<file path="src/e2c_pkg.sv">
// ----------------------------------------------------------------------------
// e2c_pkg
// Shared types, constants and the month length table for the epoch seconds
// to calendar converter.
// ----------------------------------------------------------------------------
`default_nettype none

package e2c_pkg;

    localparam int unsigned IN_W   = 32;
    localparam int unsigned OUT_W  = 40;
    localparam int unsigned DAYS_W = 16;
    localparam int unsigned YEAR_W = 12;
    localparam int unsigned PROD_W = 29;

    // Reciprocals for division by 15 and by 3. The dividend is first shifted
    // right by two or three places, so the pair covers division by 60 and 24,
    // and the quotient is exact for any shifted dividend below 2^30.
    localparam logic [30:0] RECIP_15 = 31'd1145324613;  // ceil(2^34 / 15)
    localparam logic [30:0] RECIP_3  = 31'd1431655766;  // ceil(2^32 / 3)

    localparam logic [5:0] DIVISOR_60 = 6'd60;
    localparam logic [5:0] DIVISOR_24 = 6'd24;

    localparam logic [YEAR_W-1:0] EPOCH_YEAR = 12'd1970;
    localparam logic [1:0]        EPOCH_Y4   = 2'd2;
    localparam logic [6:0]        EPOCH_Y100 = 7'd70;
    localparam logic [8:0]        EPOCH_Y400 = 9'd370;

    localparam logic [8:0] DAYS_LEAP   = 9'd366;
    localparam logic [8:0] DAYS_COMMON = 9'd365;

    localparam logic [3:0] MONTH_FEB  = 4'd1;
    localparam logic [3:0] MONTH_LAST = 4'd11;

    typedef enum logic [2:0] {
        ST_IDLE,
        ST_DIV_SEC,
        ST_DIV_MIN,
        ST_DIV_HR,
        ST_YEAR,
        ST_MONTH,
        ST_FINISH
    } state_t;

    typedef enum logic {
        DIV_60,
        DIV_24
    } div_sel_t;

    typedef struct packed {
        logic     load;
        logic     div_mul;
        div_sel_t div_sel;
        logic     cap_sec;
        logic     cap_min;
        logic     cap_hr;
        logic     year_step;
        logic     month_step;
        logic     out_load;
    } cmd_t;

    typedef struct packed {
        logic year_done;
        logic month_done;
    } status_t;

    function automatic logic [4:0] month_len(input logic [3:0] month, input logic leap);
        logic [4:0] len;
        begin
            case (month)
                4'd0:    len = 5'd31;
                4'd1:    len = leap ? 5'd29 : 5'd28;
                4'd2:    len = 5'd31;
                4'd3:    len = 5'd30;
                4'd4:    len = 5'd31;
                4'd5:    len = 5'd30;
                4'd6:    len = 5'd31;
                4'd7:    len = 5'd31;
                4'd8:    len = 5'd30;
                4'd9:    len = 5'd31;
                4'd10:   len = 5'd30;
                4'd11:   len = 5'd31;
                default: len = 5'd31;
            endcase
            return len;
        end
    endfunction

endpackage

`default_nettype wire

</file>
<file path="src/e2c_datapath.sv">
// ----------------------------------------------------------------------------
// e2c_datapath
// Reciprocal-multiply constant divider for seconds, minutes and hours, year
// and month stepping units and the result register.
// ----------------------------------------------------------------------------
`default_nettype none

module e2c_datapath (
    input  wire logic                          clk,
    input  wire logic [e2c_pkg::IN_W-1:0]      in_data,
    input  wire e2c_pkg::cmd_t                 cmd,
    output e2c_pkg::status_t                   status,
    output logic [e2c_pkg::OUT_W-1:0]          out_data
);

    logic [31:0]                    quot_reg, quot_next;
    logic [e2c_pkg::PROD_W-1:0]     prod_reg, prod_next;
    logic [5:0]                     sec_reg, sec_next;
    logic [5:0]                     min_reg, min_next;
    logic [4:0]                     hr_reg, hr_next;
    logic [e2c_pkg::DAYS_W-1:0]     days_reg, days_next;
    logic [e2c_pkg::YEAR_W-1:0]     year_reg, year_next;
    logic [1:0]                     y4_reg, y4_next;
    logic [6:0]                     y100_reg, y100_next;
    logic [8:0]                     y400_reg, y400_next;
    logic [3:0]                     month_reg, month_next;
    logic [e2c_pkg::OUT_W-1:0]      out_reg, out_next;

    logic [29:0] mul_a;
    logic [30:0] mul_recip;
    logic [60:0] mul_full;
    logic [5:0]  divisor;
    logic [31:0] quot_val;
    logic [5:0]  rem_val;
    logic        leap;
    logic [8:0]  year_len;
    logic [4:0]  mon_len;
    logic        year_done;
    logic        month_done;

    always_comb
    begin
        if (cmd.div_sel == e2c_pkg::DIV_24)
        begin
            divisor   = e2c_pkg::DIVISOR_24;
            mul_a     = {1'b0, quot_reg[31:3]};
            mul_recip = e2c_pkg::RECIP_3;
            quot_val  = {3'd0, prod_reg};
        end
        else
        begin
            divisor   = e2c_pkg::DIVISOR_60;
            mul_a     = quot_reg[31:2];
            mul_recip = e2c_pkg::RECIP_15;
            quot_val  = {5'd0, prod_reg[e2c_pkg::PROD_W-1:2]};
        end
        mul_full = {31'd0, mul_a} * {30'd0, mul_recip};

        // The remainder is below 64, so only the low six bits take part.
        rem_val = quot_reg[5:0] - 6'(quot_val[5:0] * divisor);

        leap     = (y4_reg == 2'd0) && ((y100_reg != 7'd0) || (y400_reg == 9'd0));
        year_len = leap ? e2c_pkg::DAYS_LEAP : e2c_pkg::DAYS_COMMON;
        mon_len  = e2c_pkg::month_len(month_reg, leap);

        year_done  = (days_reg < {7'd0, year_len});
        month_done = (month_reg == e2c_pkg::MONTH_LAST) || (days_reg < {11'd0, mon_len});
    end

    assign status.year_done  = year_done;
    assign status.month_done = month_done;

    always_comb
    begin
        quot_next  = quot_reg;
        prod_next  = prod_reg;
        sec_next   = sec_reg;
        min_next   = min_reg;
        hr_next    = hr_reg;
        days_next  = days_reg;
        year_next  = year_reg;
        y4_next    = y4_reg;
        y100_next  = y100_reg;
        y400_next  = y400_reg;
        month_next = month_reg;
        out_next   = out_reg;

        if (cmd.load)
        begin
            quot_next = in_data;
        end

        if (cmd.div_mul)
        begin
            prod_next = mul_full[60:32];
        end

        // Each quotient becomes the dividend of the next pass.
        if (cmd.cap_sec)
        begin
            sec_next  = rem_val;
            quot_next = quot_val;
        end
        if (cmd.cap_min)
        begin
            min_next  = rem_val;
            quot_next = quot_val;
        end
        if (cmd.cap_hr)
        begin
            hr_next    = rem_val[4:0];
            days_next  = quot_val[e2c_pkg::DAYS_W-1:0];
            year_next  = e2c_pkg::EPOCH_YEAR;
            y4_next    = e2c_pkg::EPOCH_Y4;
            y100_next  = e2c_pkg::EPOCH_Y100;
            y400_next  = e2c_pkg::EPOCH_Y400;
            month_next = 4'd0;
        end

        if (cmd.year_step && !year_done)
        begin
            days_next = days_reg - {7'd0, year_len};
            year_next = year_reg + 12'd1;
            y4_next   = y4_reg + 2'd1;
            y100_next = (y100_reg == 7'd99) ? 7'd0 : (y100_reg + 7'd1);
            y400_next = (y400_reg == 9'd399) ? 9'd0 : (y400_reg + 9'd1);
        end

        if (cmd.month_step && !month_done)
        begin
            days_next  = days_reg - {11'd0, mon_len};
            month_next = month_reg + 4'd1;
        end

        if (cmd.out_load)
        begin
            out_next = {2'd0, year_reg, month_reg + 4'd1,
                        days_reg[4:0] + 5'd1, hr_reg, min_reg, sec_reg};
        end
    end

    always_ff @(posedge clk)
    begin
        quot_reg  <= quot_next;
        prod_reg  <= prod_next;
        sec_reg   <= sec_next;
        min_reg   <= min_next;
        hr_reg    <= hr_next;
        days_reg  <= days_next;
        year_reg  <= year_next;
        y4_reg    <= y4_next;
        y100_reg  <= y100_next;
        y400_reg  <= y400_next;
        month_reg <= month_next;
        out_reg   <= out_next;
    end

    assign out_data = out_reg;

endmodule

`default_nettype wire

</file>
<file path="src/e2c_ctrl.sv">
// ----------------------------------------------------------------------------
// e2c_ctrl
// Sequencer for the conversion: three multiply-and-capture divider passes,
// year and month stepping, then hand-over to the result register.
// ----------------------------------------------------------------------------
`default_nettype none

module e2c_ctrl (
    input  wire logic              clk,
    input  wire logic              rst_n,
    input  wire logic              in_valid,
    output logic                   in_ready,
    output logic                   out_valid,
    input  wire logic              out_ready,
    input  wire e2c_pkg::status_t  status,
    output e2c_pkg::cmd_t          cmd
);

    e2c_pkg::state_t             state_reg, state_next;
    logic                        phase_reg, phase_next;
    logic                        out_valid_reg, out_valid_next;

    always_ff @(posedge clk or negedge rst_n)
    begin
        if (!rst_n)
        begin
            state_reg     <= e2c_pkg::ST_IDLE;
            phase_reg     <= 1'b0;
            out_valid_reg <= 1'b0;
        end
        else
        begin
            state_reg     <= state_next;
            phase_reg     <= phase_next;
            out_valid_reg <= out_valid_next;
        end
    end

    always_comb
    begin
        state_next = state_reg;
        phase_next = phase_reg;
        cmd        = '0;
        cmd.div_sel = e2c_pkg::DIV_60;
        in_ready   = 1'b0;

        case (state_reg)
            e2c_pkg::ST_IDLE:
            begin
                in_ready = 1'b1;
                if (in_valid)
                begin
                    cmd.load   = 1'b1;
                    phase_next = 1'b0;
                    state_next = e2c_pkg::ST_DIV_SEC;
                end
            end
            // Each pass multiplies in its first phase and captures in its second.
            e2c_pkg::ST_DIV_SEC:
            begin
                phase_next = !phase_reg;
                if (!phase_reg)
                    cmd.div_mul = 1'b1;
                else
                begin
                    cmd.cap_sec = 1'b1;
                    state_next  = e2c_pkg::ST_DIV_MIN;
                end
            end
            e2c_pkg::ST_DIV_MIN:
            begin
                phase_next = !phase_reg;
                if (!phase_reg)
                    cmd.div_mul = 1'b1;
                else
                begin
                    cmd.cap_min = 1'b1;
                    state_next  = e2c_pkg::ST_DIV_HR;
                end
            end
            e2c_pkg::ST_DIV_HR:
            begin
                cmd.div_sel = e2c_pkg::DIV_24;
                phase_next  = !phase_reg;
                if (!phase_reg)
                    cmd.div_mul = 1'b1;
                else
                begin
                    cmd.cap_hr = 1'b1;
                    state_next = e2c_pkg::ST_YEAR;
                end
            end
            e2c_pkg::ST_YEAR:
            begin
                cmd.year_step = 1'b1;
                if (status.year_done)
                    state_next = e2c_pkg::ST_MONTH;
            end
            e2c_pkg::ST_MONTH:
            begin
                cmd.month_step = 1'b1;
                if (status.month_done)
                    state_next = e2c_pkg::ST_FINISH;
            end
            e2c_pkg::ST_FINISH:
            begin
                // Wait here until the previous result has left the register.
                if (!out_valid_reg || out_ready)
                begin
                    cmd.out_load = 1'b1;
                    state_next   = e2c_pkg::ST_IDLE;
                end
            end
            default:
            begin
                state_next = e2c_pkg::ST_IDLE;
            end
        endcase

        if (cmd.out_load)
            out_valid_next = 1'b1;
        else if (out_ready)
            out_valid_next = 1'b0;
        else
            out_valid_next = out_valid_reg;
    end

    assign out_valid = out_valid_reg;

`ifndef ASSERT_OFF
    a_accept_starts: assert property (@(posedge clk) disable iff (!rst_n)
        in_valid && in_ready |=> state_reg == e2c_pkg::ST_DIV_SEC)
        else $error("accepted transaction did not start the divider");

    a_no_overwrite: assert property (@(posedge clk) disable iff (!rst_n)
        cmd.out_load |-> (!out_valid_reg || out_ready))
        else $error("result register loaded over an untaken result");

    a_load_raises_valid: assert property (@(posedge clk) disable iff (!rst_n)
        cmd.out_load |=> out_valid_reg && state_reg == e2c_pkg::ST_IDLE)
        else $error("result not presented after load");

    a_phase_in_div: assert property (@(posedge clk) disable iff (!rst_n)
        phase_reg |-> (state_reg == e2c_pkg::ST_DIV_SEC ||
                       state_reg == e2c_pkg::ST_DIV_MIN ||
                       state_reg == e2c_pkg::ST_DIV_HR))
        else $error("divider phase set outside a divider pass");
`endif

endmodule

`default_nettype wire

</file>
<file path="src/epoch_seconds_to_calendar.sv">
// ----------------------------------------------------------------------------
// epoch_seconds_to_calendar
// Converts a 32-bit count of seconds since 1970-01-01 00:00:00 into the
// Gregorian date and time of day.
// ----------------------------------------------------------------------------
//  Channel   Direction  Data                          Handshake
//  s_axis    in         epoch_seconds (32 bits)       s_tvalid / s_tready
//  m_axis    out        time and date fields (40 bits) m_tvalid / m_tready
//
//  A transaction is accepted, passes the three constant divisions, steps once
//  per elapsed year and per elapsed month plus a closing step for each loop,
//  and then loads the result.
//  Only one conversion is in flight; s_tready is high only while idle.
//  A result waiting on m_tready does not block the next input transaction;
//  the following result then waits in the sequencer. Reset clears the
//  sequencer and the output valid flag only.
// ----------------------------------------------------------------------------
`default_nettype none

module epoch_seconds_to_calendar (
    input  wire logic                         clk,
    input  wire logic                         rst_n,
    input  wire logic                         s_tvalid,
    output logic                              s_tready,
    input  wire logic [e2c_pkg::IN_W-1:0]     s_tdata,   // [31:0] epoch_seconds
    output logic                              m_tvalid,
    input  wire logic                         m_tready,
    // [5:0] second_of_minute, [11:6] minute_of_hour, [16:12] hour_of_day,
    // [21:17] day_of_month, [25:22] month_of_year, [37:26] calendar_year
    output logic [e2c_pkg::OUT_W-1:0]         m_tdata
);

    e2c_pkg::cmd_t    cmd;
    e2c_pkg::status_t status;

    e2c_ctrl u_ctrl (
        .clk       (clk),
        .rst_n     (rst_n),
        .in_valid  (s_tvalid),
        .in_ready  (s_tready),
        .out_valid (m_tvalid),
        .out_ready (m_tready),
        .status    (status),
        .cmd       (cmd)
    );

    e2c_datapath u_datapath (
        .clk      (clk),
        .in_data  (s_tdata),
        .cmd      (cmd),
        .status   (status),
        .out_data (m_tdata)
    );

endmodule

`default_nettype wire

</file>
<file path="config.mk">
export PLATFORM = sky130hd
export DESIGN_NAME = epoch_seconds_to_calendar
export DESIGN_NICKNAME = d
export VERILOG_FILES = /design/src/e2c_pkg.sv /design/src/e2c_datapath.sv /design/src/e2c_ctrl.sv /design/src/epoch_seconds_to_calendar.sv
export SDC_FILE = /design/constraint.sdc
export NUM_CORES = 1
export LEC_CHECK = 0
export BUFFER_PORTS_ARGS = -buffer_cell sky130_fd_sc_hd__buf_2
export CAP_MARGIN = 10
export CORE_MARGIN = 2
export CORE_UTILIZATION = 50
export DETAILED_ROUTE_END_ITERATION = 8
export PLACE_DENSITY_LB_ADDON = 0.25
export REMOVE_ABC_BUFFERS = 1
export SLEW_MARGIN = 20
export SYNTH_ARGS = -nofsm -noshare
export SYNTH_HDL_FRONTEND = slang
export SYNTH_SLANG_ARGS = --single-unit
</file>
<file path="constraint.sdc">
create_clock -name clk -period 22.3 [get_ports clk]
set_input_delay 5.575 -clock clk [delete_from_list [all_inputs] [get_ports clk]]
set_output_delay 5.575 -clock clk [all_outputs]
set_load 0.01 [all_outputs]
</file>
==> results of run 1 <==
[logic make-up (layout without fill, tap and decap cells)]
group	Yosys count	in the layout	synth area share, %
AOI/OAI and AO/OA	279	279	8.88
xor gates and xnor gates	71	71	2.96
adders and majority gates	590	590	44.7
buffers and inverters	504	552	9.12
DFF	171	171	24.3
muxes	27	27	1.36
other	2	14	0.0358
and+or+nand+nor	366	366	8.58
[stage by stage]
step                util, %  hold WS (ns)  area (um^2)
floorplan                 -         0.400        20700
global placement       52.6         0.404        21900
detailed placement     52.6         0.405        21900
CTS                    53.9         0.419        22500
global route           53.9         0.423        22500
finish                 53.9         0.419        22500
[cell type report]
cell class	instances	share of cell area, %
Clock buffer	19	1.93
Timing Repair Buffer	87	2.07
Sequential cell	171	22.7
Inverter	433	7.23
Multi-Input combinational cell	1347	62.5
Clock inverter	13	0.579
Tap cell	539	3.00
[worst max-delay path, stage by stage, from the launching register on]
cell	delay [ns]
sky130_fd_sc_hd__dfrtp_1	0.66
sky130_fd_sc_hd__and3b_1	0.24
sky130_fd_sc_hd__buf_4	0.28
sky130_fd_sc_hd__and2_1	0.26
sky130_fd_sc_hd__or2_2	0.32
sky130_fd_sc_hd__ha_1	0.28
sky130_fd_sc_hd__inv_1	0.07
sky130_fd_sc_hd__fa_1	0.65
sky130_fd_sc_hd__inv_1	0.12
sky130_fd_sc_hd__fa_1	0.63
sky130_fd_sc_hd__fa_1	0.60
sky130_fd_sc_hd__inv_1	0.08
sky130_fd_sc_hd__fa_1	0.53
sky130_fd_sc_hd__inv_1	0.05
sky130_fd_sc_hd__fa_1	0.51
sky130_fd_sc_hd__fa_1	0.43
sky130_fd_sc_hd__ha_1	0.29
sky130_fd_sc_hd__ha_1	0.40
sky130_fd_sc_hd__a21oi_1	0.34
sky130_fd_sc_hd__o21bai_1	0.10
sky130_fd_sc_hd__a21oi_1	0.36
sky130_fd_sc_hd__nand3_1	0.12
sky130_fd_sc_hd__or3_1	0.41
sky130_fd_sc_hd__a41o_2	0.35
sky130_fd_sc_hd__a31oi_2	0.24
sky130_fd_sc_hd__o31ai_1	0.15
sky130_fd_sc_hd__xor2_1	0.16
[path summary, 6_finish.rpt]
| kind | startpoint | end | slack (ns) |
|---|---|---|---|
| min in group asynchronous | rst_n | u_ctrl.out_valid | 4.93 |
| min | u_datapath.min_reg[1] | u_datapath.out_data[7] | 0.42 |
| max | u_ctrl.state_reg[2] | u_datapath.prod_reg[23] | 13.39 |
| max in group asynchronous | rst_n | u_ctrl.state_reg[2] | 17.23 |
| min reg2reg | u_datapath.min_reg[1] | u_datapath.out_data[7] | 0.42 |
| max reg2reg | u_ctrl.state_reg[2] | u_datapath.prod_reg[23] | 13.39 |
[layer usage]
layer | GRT usage (%) | up-vias | wire (um)
met5 | 0 | - | 0
met4 | 6.21 | 0 | 1060
met3 | 3.07 | 58 | 1940
met2 | 40.5 | 356 | 24300
met1 | 31.1 | 7039 | 21900
li1 | - | 6697 | -
[cell usage in the layout (no fill, tap or decap), types with 11 or more instances in the layout]
cell	n
sky130_fd_sc_hd__o21a_1	11
sky130_fd_sc_hd__nor2_1	83
sky130_fd_sc_hd__buf_2	75
sky130_fd_sc_hd__inv_1	433
sky130_fd_sc_hd__xnor2_1	44
sky130_fd_sc_hd__and2_1	40
sky130_fd_sc_hd__conb_1	14
sky130_fd_sc_hd__o21ai_0	53
sky130_fd_sc_hd__or2_2	11
sky130_fd_sc_hd__and3_1	11
sky130_fd_sc_hd__edfxtp_1	166
sky130_fd_sc_hd__mux2i_1	15
sky130_fd_sc_hd__xor2_1	27
sky130_fd_sc_hd__o211ai_1	14
sky130_fd_sc_hd__mux2_2	12
sky130_fd_sc_hd__clkbuf_16	17
sky130_fd_sc_hd__buf_4	12
sky130_fd_sc_hd__ha_1	323
sky130_fd_sc_hd__a21o_1	24
sky130_fd_sc_hd__nand2b_1	17
sky130_fd_sc_hd__nor3_1	18
sky130_fd_sc_hd__nand2_1	105
sky130_fd_sc_hd__fa_1	267
sky130_fd_sc_hd__a21oi_1	89
sky130_fd_sc_hd__nand3_1	41
==> results.txt, run 1 <==
----------------------------------------------------
[Outcome]
  Outcome ... finished clean

[Detailed routing]
  Number of remaining DRC errors ... 0
  Wire per inst ... 18.8 um
  Final antenna-violating net count ... 0
  Total via count after detailed routing ... 14200
  Final wirelength ... 49100 um
  Number of iterations in the first detailed-routing pass ... 5
  Avg Vias per Cell ... 5.42
  Iteration-0 DRC count of the detailed router ... 1024

[Timing]
  Max Freq ... 0.112 GHz
  Shortest period the worst path allows ... 8.91 ns
  Worst-Margin Slew ... 0.958 ns
  Final setup vio count ... 0
  Worst max-slew margin expressed relative to the limit ... 36.1%
  Setup tns final ... 0 ns
  Worst-case setup margin in the final layout ... 13.39 ns
  Setup Skew ... 0.0195 ns
  Share of the clock period used by the worst path ... 39.9%
  Number of pins exceeding their max-slew limit in the final report ... 0
  Final hold violations ... 0
  Setup repair after global routing missed its margin ... no

[CTS]
  Cell at the root of the clock tree ... sky130_fd_sc_hd__clkbuf_16
  H-tree levels ... 4
  Sinks on the clock net ... 171
  Max clock buf depth ... 2
  Post-cts hold buffer count ... 0
  Number of buffers created by CTS ... 17
  Clk_lat worst skew ... 0.45 ns
  Quantity of gates resized following cts ... 0
  Count of buffers added by post-CTS timing repair for setup ... 0
  CTS tree ... yes
  Clock input transition at the sequential cells of the worst setup and hold paths ... 0.07 ns

[Logic synthesis]
  Number of instances in the synthesized netlist ... 2010
  Mean cell area of the mapped netlist ... 10.4 um^2
  FF+latch count, synth ... 171
  Sequential-to-total area share from yosys stat ... 24.3%
  Post-synth top cells ... sky130_fd_sc_hd__inv_1 (433), sky130_fd_sc_hd__ha_1 (323), sky130_fd_sc_hd__fa_1 (267)
  Yosys top cell area share ... 25.5%
  Ys Warns ... 0
  Most common cell in the netlist ... sky130_fd_sc_hd__inv_1
  Top cells by area, synth ... sky130_fd_sc_hd__fa_1 (25%), sky130_fd_sc_hd__edfxtp_1 (24%), sky130_fd_sc_hd__ha_1 (19%)
  Number of distinct library cells after synthesis ... 81
  Number of synthesized flops with an enable pin ... 166
  Cell type contributing the most total cell area after synthesis ... sky130_fd_sc_hd__fa_1
  Most used DFF post-synth ... sky130_fd_sc_hd__edfxtp_1
  Fraction of synthesis flops using an asynchronous set or reset pin ... 2.92%
  Synthesized cell area ... 21000 um^2

[Final layout]
  Flip-flop count of the largest register, all copies and words added ... 38
  Filler cells ... 3687
  Synth-to-Final Area Change ... 7.08%
  Area of all sequential standard cells ... 5110 um^2
  Nets@finish ... 2683
  Area taken by multi-input logic gates ... 14000 um^2
  Fraction of layout instances using a drive strength above 1 ... 8.07%
  Cell Count, Final, Fillers Out ... 2609
  Antenna Cells ... 0

[Die]
  Die footprint ... 43600 um^2
  I/O pin total ... 78
  Die span in x ... 209 um
  Std cell rows ... 75
  Standard cell core area ... 41700 um^2
  Initial cell density of the core ... 50.4%
  Floorplan die height ... 209 um

[Placed design]
  Routability-driven placement congestion ratio ... 0.904
  Number of port buffers ... 75
  DP HPWL ... 41900 um
  Pre-CTS worst setup slack ... 13.49 ns
  Post-placement cell count ... 2577

[Hold path]
  Worst hold path stage count ... 0
  Hold crit path type ... flop to flop

[Setup path]
  Maximum fanout count along the critical path ... 43
  Startpoint class of the critical path ... flop
  Data required time of the critical path ... 22.49 ns
  Worst r2r path cells ... 26
  Arrival time worst endpoint ... 9.10 ns
  Critical path class ... flop to flop
  Kind of end point of the critical path ... flop

[GRT]
  Antenna violations before repair ... 0
  Number of global-route vias before repair ... 15000
  Global route total overflow ... 0
  First-pass GRT wire length ... 78800 um
  Largest net degree at the start of global routing ... 49
  Global-route total usage across every layer ... 23.4%

[Job]
  Max_cap viols ... 0

----------------------------------------------------
Power of run 1 is not shown: default switching activity piles up to over one toggle a cycle in this logic, so the estimate is an artifact.
==> run 2, diff against run 1 <==
==> constraint.sdc (replaced) <==
create_clock -name clk -period 7.75 [get_ports clk]
set_input_delay 1.9375 -clock clk [delete_from_list [all_inputs] [get_ports clk]]
set_output_delay 1.9375 -clock clk [all_outputs]
set_load 0.01 [all_outputs]
==> run 2 against run 1 <==
  * Fmax increased by 14%
  * Wire length increased by 8.1%
  * Largest cell class unchanged
  * The run now ends with negative setup slack left
  * Critical path type unchanged
  * Critical endpoint unchanged
  * Critical path depth grew 2
==> results.txt, run 2 (same netlist as run 1, synthesis figures left out) <==
----------------------------------------------------
[Setup path]
  Critical path class ... flop to flop
  Worst reg2reg endpoint ... u_datapath.prod_reg[23]
  Arrival time worst endpoint ... 8.01 ns
  Maximum fanout count along the critical path ... 6
  Cell mode on critical path ... sky130_fd_sc_hd__fa_1
  Worst r2r path cells ... 28
  Startpoint class of the critical path ... flop
  Highest cell delay on the worst timing path ... 0.58 ns
  Worst-case register-to-register setup slack ... -0.06 ns
  Crit Reg-Reg Startpoint ... u_ctrl.state_reg[0]
  Data required time of the critical path ... 7.95 ns
  Kind of end point of the critical path ... flop
  Crit-path slowest cell ... sky130_fd_sc_hd__fa_1

[Detailed routing]
  Total via count after detailed routing ... 15200
  DR WL met3 ... 2400 um
  Avg Vias per Cell ... 5.37
  Total length of routed met2 wires ... 26800 um
  Final wirelength ... 53100 um
  Number of remaining DRC errors ... 0
  Routed length on met1 ... 22300 um
  Highest Signal Layer ... met4
  Iteration-0 DRC count of the detailed router ... 1076
  Final antenna-violating net count ... 0
  Wire per inst ... 18.7 um
  Number of iterations in the first detailed-routing pass ... 5

[CTS]
  Number of buffers created by CTS ... 17
  Max clock buf depth ... 2
  Post-cts hold buffer count ... 0
  H-tree levels ... 4
  Cell at the root of the clock tree ... sky130_fd_sc_hd__clkbuf_16
  Clock input transition at the sequential cells of the worst setup and hold paths ... 0.08 ns
  Sinks on the clock net ... 171
  CTS tree ... yes
  Clk_lat worst skew ... 0.45 ns

[Die]
  Standard cell core area ... 41700 um^2
  Std cell rows ... 75
  I/O pin total ... 78
  Die span in x ... 209 um
  Floorplan die height ... 209 um
  Initial cell density of the core ... 50.4%
  Die footprint ... 43600 um^2

[Timing]
  Smallest hold slack ... 0.421 ns
  Final setup vio count ... 2
  Shortest period the worst path allows ... 7.81 ns
  Worst-Margin Slew ... 0.956 ns
  Setup tns final ... -0.0970 ns
  Setup repair after global routing missed its margin ... yes
  Number of pins exceeding their max-slew limit in the final report ... 0
  Worst-case setup margin in the final layout ... -0.0640 ns
  Final hold violations ... 0
  Setup Skew ... 0.0172 ns
  Max Freq ... 0.128 GHz
  Worst max-slew margin expressed relative to the limit ... 36.2%
  Share of the clock period used by the worst path ... 101%

[Final layout]
  Fraction of layout instances using a drive strength above 1 ... 21.6%
  Flip-flop count of the largest register, all copies and words added ... 38
  Filler cells ... 3468
  Nets@finish ... 2909
  Antenna Cells ... 0
  Most used cells in the layout excluding fill and tap cells ... sky130_fd_sc_hd__inv_1 (423), sky130_fd_sc_hd__ha_1 (299), sky130_fd_sc_hd__fa_1 (244)
  Synth-to-Final Area Change ... 18.7%
  Leading cell type in the layout, fill and taps excluded ... sky130_fd_sc_hd__inv_1

[GRT]
  Largest net degree at the start of global routing ... 49
  Global-route total usage across every layer ... 24.7%
  First-pass GRT wire length ... 83600 um
  Antenna violations before repair ... 0
  Global route total overflow ... 0
  Number of global-route vias before repair ... 16000

[Hold path]
  Worst Min Path Start ... u_datapath.hr_reg[1]
  Worst hold path stage count ... 0
  Hold crit path type ... flop to flop
  WHS Endpoint ... u_datapath.out_data[13]

[Outcome]
  Outcome ... finished, violations left
  Violated checks ... negative setup slack

[Placed design]
  DP HPWL ... 44800 um
  Pre-CTS worst setup slack ... -0.338 ns
  Number of port buffers ... 75
  Routability-driven placement congestion ratio ... 0.960

[Job]
  Max_cap viols ... 0

----------------------------------------------------
[run 2: worst max path at each step]
| stage | from | to | cells past startpoint |
|---|---|---|---|
| after floorplan | u_ctrl.state_reg[2] | u_datapath.prod_reg[23] | 25 |
| after global placement | u_ctrl.state_reg[0] | u_datapath.prod_reg[23] | 26 |
| after CTS | u_ctrl.state_reg[1] | u_datapath.prod_reg[25] | 29 |
| after detailed placement | u_ctrl.state_reg[0] | u_datapath.prod_reg[23] | 26 |
| final | u_ctrl.state_reg[0] | u_datapath.prod_reg[23] | 28 |
| after global routing | u_ctrl.state_reg[0] | u_datapath.prod_reg[23] | 28 |
[run 2: repair_timing]
item	CTS	global route
buffers inserted	2	20
setup endpoints to repair	21	24
pin swaps	6	62
gates resized for setup	31	96
cloned	0	1
endpoints found under the hold margin	0	0
[run 2: through the flow]
step	cells	instance area (um^2)	utilization, %
2_1_floorplan	1951	20700	-
3_3_place_gp	2780	23500	56.3
3_5_place_dp	2780	23500	56.3
4_1_cts	2814	24200	58.2
5_1_grt	2835	24900	59.8
6_report	2835	24900	59.8
[run 2: area by class of cell]
cell class,instances,area (um^2),share of cell area [%]
Inverter,433,1630,6.52
Sequential cell,171,5110,20.5
Tap cell,539,674,2.71
Clock buffer,17,425,1.71
Multi-Input combinational cell,1347,14700,58.9
Timing Repair Buffer,313,2240,9.00
Clock inverter,15,173,0.693
[run 2: per-layer routing]
| layer | global-route usage, % | up-vias |
|---|---|---|
| li1 | - | 7142 |
| met5 | 0 | - |
| met1 | 31.8 | 7571 |
| met4 | 7.02 | 0 |
| met3 | 2.95 | 76 |
| met2 | 43.8 | 448 |
[run 2: worst max-delay path: cells and delay by family, from the launching register on]
family                   cells  cell delay (ns)
adder cells (fa/ha/maj)      9             4.32
AO/OA/AOI/OAI                6             1.10
AND/OR/NAND/NOR              5             1.03
buffers and inverters        7             0.58
flip-flops                   1             0.39
XOR/XNOR                     1             0.16
Power of run 2 is left out for the same reason.
==> run 3, diff against run 2 <==
--- a/config.mk
+++ b/config.mk
@@ -10,6 +10,7 @@
 export CORE_MARGIN = 2
 export CORE_UTILIZATION = 50
 export DETAILED_ROUTE_END_ITERATION = 8
+export MAX_ROUTING_LAYER = met4
 export PLACE_DENSITY_LB_ADDON = 0.25
 export REMOVE_ABC_BUFFERS = 1
 export SLEW_MARGIN = 20
==> run 3 against run 2 <==
  * The run now ends clean
  * Flip-flop and latch count stayed put
  * Clock skew hardly changed
  * Wire length is 0.19% lower
  * Core utilization is 0.22 points higher
  * Die area stayed put
  * Cell count is 0.21% higher
  * Non-clock buffer count is 6 higher
  * Fmax is 2.4% higher
  * Critical path depth stayed put
  * First-iteration DRC count is 0.84% higher
  * Global-route usage is 1.1 points higher
  * Critical path type unchanged
  * Critical endpoint unchanged
==> results.txt, run 3 (same netlist as run 1, synthesis figures left out) <==
----------------------------------------------------
[Placed design]
  Number of port buffers ... 75
  Routability-driven placement congestion ratio ... 0.966
  Pre-CTS worst setup slack ... -0.239 ns
  DP HPWL ... 45000 um

[Setup path]
  Startpoint class of the critical path ... flop
  Cell mode on critical path ... sky130_fd_sc_hd__fa_1
  Critical path class ... flop to flop
  Data required time of the critical path ... 7.94 ns
  Crit Reg-Reg Startpoint ... u_ctrl.state_reg[0]
  Arrival time worst endpoint ... 7.82 ns
  Kind of end point of the critical path ... flop
  Crit-path slowest cell ... sky130_fd_sc_hd__fa_1
  Worst r2r path cells ... 28
  Maximum fanout count along the critical path ... 8
  Highest cell delay on the worst timing path ... 0.55 ns
  Launching element of the worst setup path ... u_ctrl.state_reg[0]

[Timing]
  Shortest period the worst path allows ... 7.63 ns
  Setup Skew ... 0.0172 ns
  Number of pins exceeding their max-slew limit in the final report ... 0
  Worst-case setup margin in the final layout ... 0.116 ns
  Share of the clock period used by the worst path ... 98.5%
  Max Freq ... 0.131 GHz
  Worst max-slew margin expressed relative to the limit ... 36.3%
  Final hold violations ... 0
  Worst-Margin Slew ... 0.956 ns
  Setup repair after global routing missed its margin ... yes
  Final setup vio count ... 0

[Hold path]
  Worst hold path stage count ... 0
  Worst Min Path Start ... u_datapath.sec_reg[5]
  Hold crit path type ... flop to flop

[GRT]
  Largest net degree at the start of global routing ... 49
  Global-route total usage across every layer ... 25.8%
  Global route total overflow ... 0
  Antenna violations before repair ... 0
  First-pass GRT wire length ... 84700 um
  Number of global-route vias before repair ... 16100

[CTS]
  Clk_lat worst skew ... 0.45 ns
  CTS tree ... yes
  Post-cts hold buffer count ... 0
  Cell at the root of the clock tree ... sky130_fd_sc_hd__clkbuf_16
  H-tree levels ... 4
  Max clock buf depth ... 2
  Clock input transition at the sequential cells of the worst setup and hold paths ... 0.07 ns
  Number of buffers created by CTS ... 17
  Sinks on the clock net ... 171

[Detailed routing]
  Number of iterations in the first detailed-routing pass ... 8
  Avg Vias per Cell ... 5.39
  Total via count after detailed routing ... 15300
  Final wirelength ... 53000 um
  Iteration-0 DRC count of the detailed router ... 1085
  Final antenna-violating net count ... 0
  Number of remaining DRC errors ... 0
  Wire per inst ... 18.7 um

[Job]
  Max_cap viols ... 0

[Die]
  I/O pin total ... 78
  Floorplan die height ... 209 um
  Initial cell density of the core ... 50.4%
  Standard cell core area ... 41700 um^2
  Die footprint ... 43600 um^2
  Std cell rows ... 75
  Die span in x ... 209 um

[Final layout]
  Synth-to-Final Area Change ... 19.1%
  Antenna Cells ... 0
  Flip-flop count of the largest register, all copies and words added ... 38
  Most used cells in the layout excluding fill and tap cells ... sky130_fd_sc_hd__inv_1 (421), sky130_fd_sc_hd__ha_1 (297), sky130_fd_sc_hd__fa_1 (247)
  Leading cell type in the layout, fill and taps excluded ... sky130_fd_sc_hd__inv_1
  Fraction of the core area covered by cells at the end of the flow ... 60.0%
  Fraction of layout instances using a drive strength above 1 ... 21.9%
  Nets@finish ... 2915

[Outcome]
  Outcome ... finished clean

----------------------------------------------------
run 3: cell count changes in the layout (fill, tap and decap cells not counted), sizes merged:
cell / previous run / this run
bufinv: 0 / 1
buf: 312 / 318
inv: 440 / 439
run 3: layer usage:
| layer | wire [um] | track usage, % |
|---|---|---|
| met5 | 0 | - |
| met3 | 1950 | 2.90 |
| met1 | 22800 | 32.9 |
| met2 | 26700 | 43.9 |
| met4 | 1540 | 7.02 |
run 3: cell type report:
cell class              count  area (um^2)
fillers                  3514        16700
multi-input cells        1347        14700
flip-flops and latches    171         5110
repair buffers            319         2280
inverters                 433         1630
well taps                 539          674
clock buffers              17          425
clock inverters            15          179
run 3: path summary, 6_finish.rpt:
kind | end | slack (ns)
min in group asynchronous | u_ctrl.state_reg[1] | 1.31
min reg2reg | u_datapath.out_data[5] | 0.41
max reg2reg | u_datapath.prod_reg[23] | 0.12
min | u_datapath.out_data[5] | 0.41
max in group asynchronous | u_ctrl.phase_reg | 6.28
max | u_datapath.prod_reg[23] | 0.12
run 3: metrics by stage:
| stage | area, um^2 | hold WS (ns) | setup TNS, ns | cells |
|---|---|---|---|---|
| after global placement | 23500 | 0.403 | -1.04 | 2791 |
| after detailed placement | 23500 | 0.405 | -2.61 | 2791 |
| after global routing | 25000 | 0.425 | -0.317 | 2841 |
| after CTS | 24300 | 0.416 | 0 | 2826 |
| final | 25000 | 0.412 | 0 | 2841 |
| after floorplan | 20700 | 0.400 | -3.82 | 1951 |
run 3: what timing repair did:
action | in CTS | in global routing
endpoints found under the setup margin | 22 | 23
pin swaps | 13 | 74
gates cloned | 0 | 1
hold endpoints to repair | 0 | 0
setup buffers | 3 | 14
gates resized for setup | 29 | 111
run 3: critical path: cells and delay by family (launching register included):
family | cells | cell delay (ns)
adder cells (fa/ha/maj) | 9 | 3.88
flip-flops | 1 | 0.40
XOR/XNOR | 1 | 0.16
AO/OA/AOI/OAI | 7 | 1.30
buffers and inverters | 7 | 0.65
AND/OR/NAND/NOR | 4 | 0.96
Power of run 3 is left out for the same reason.
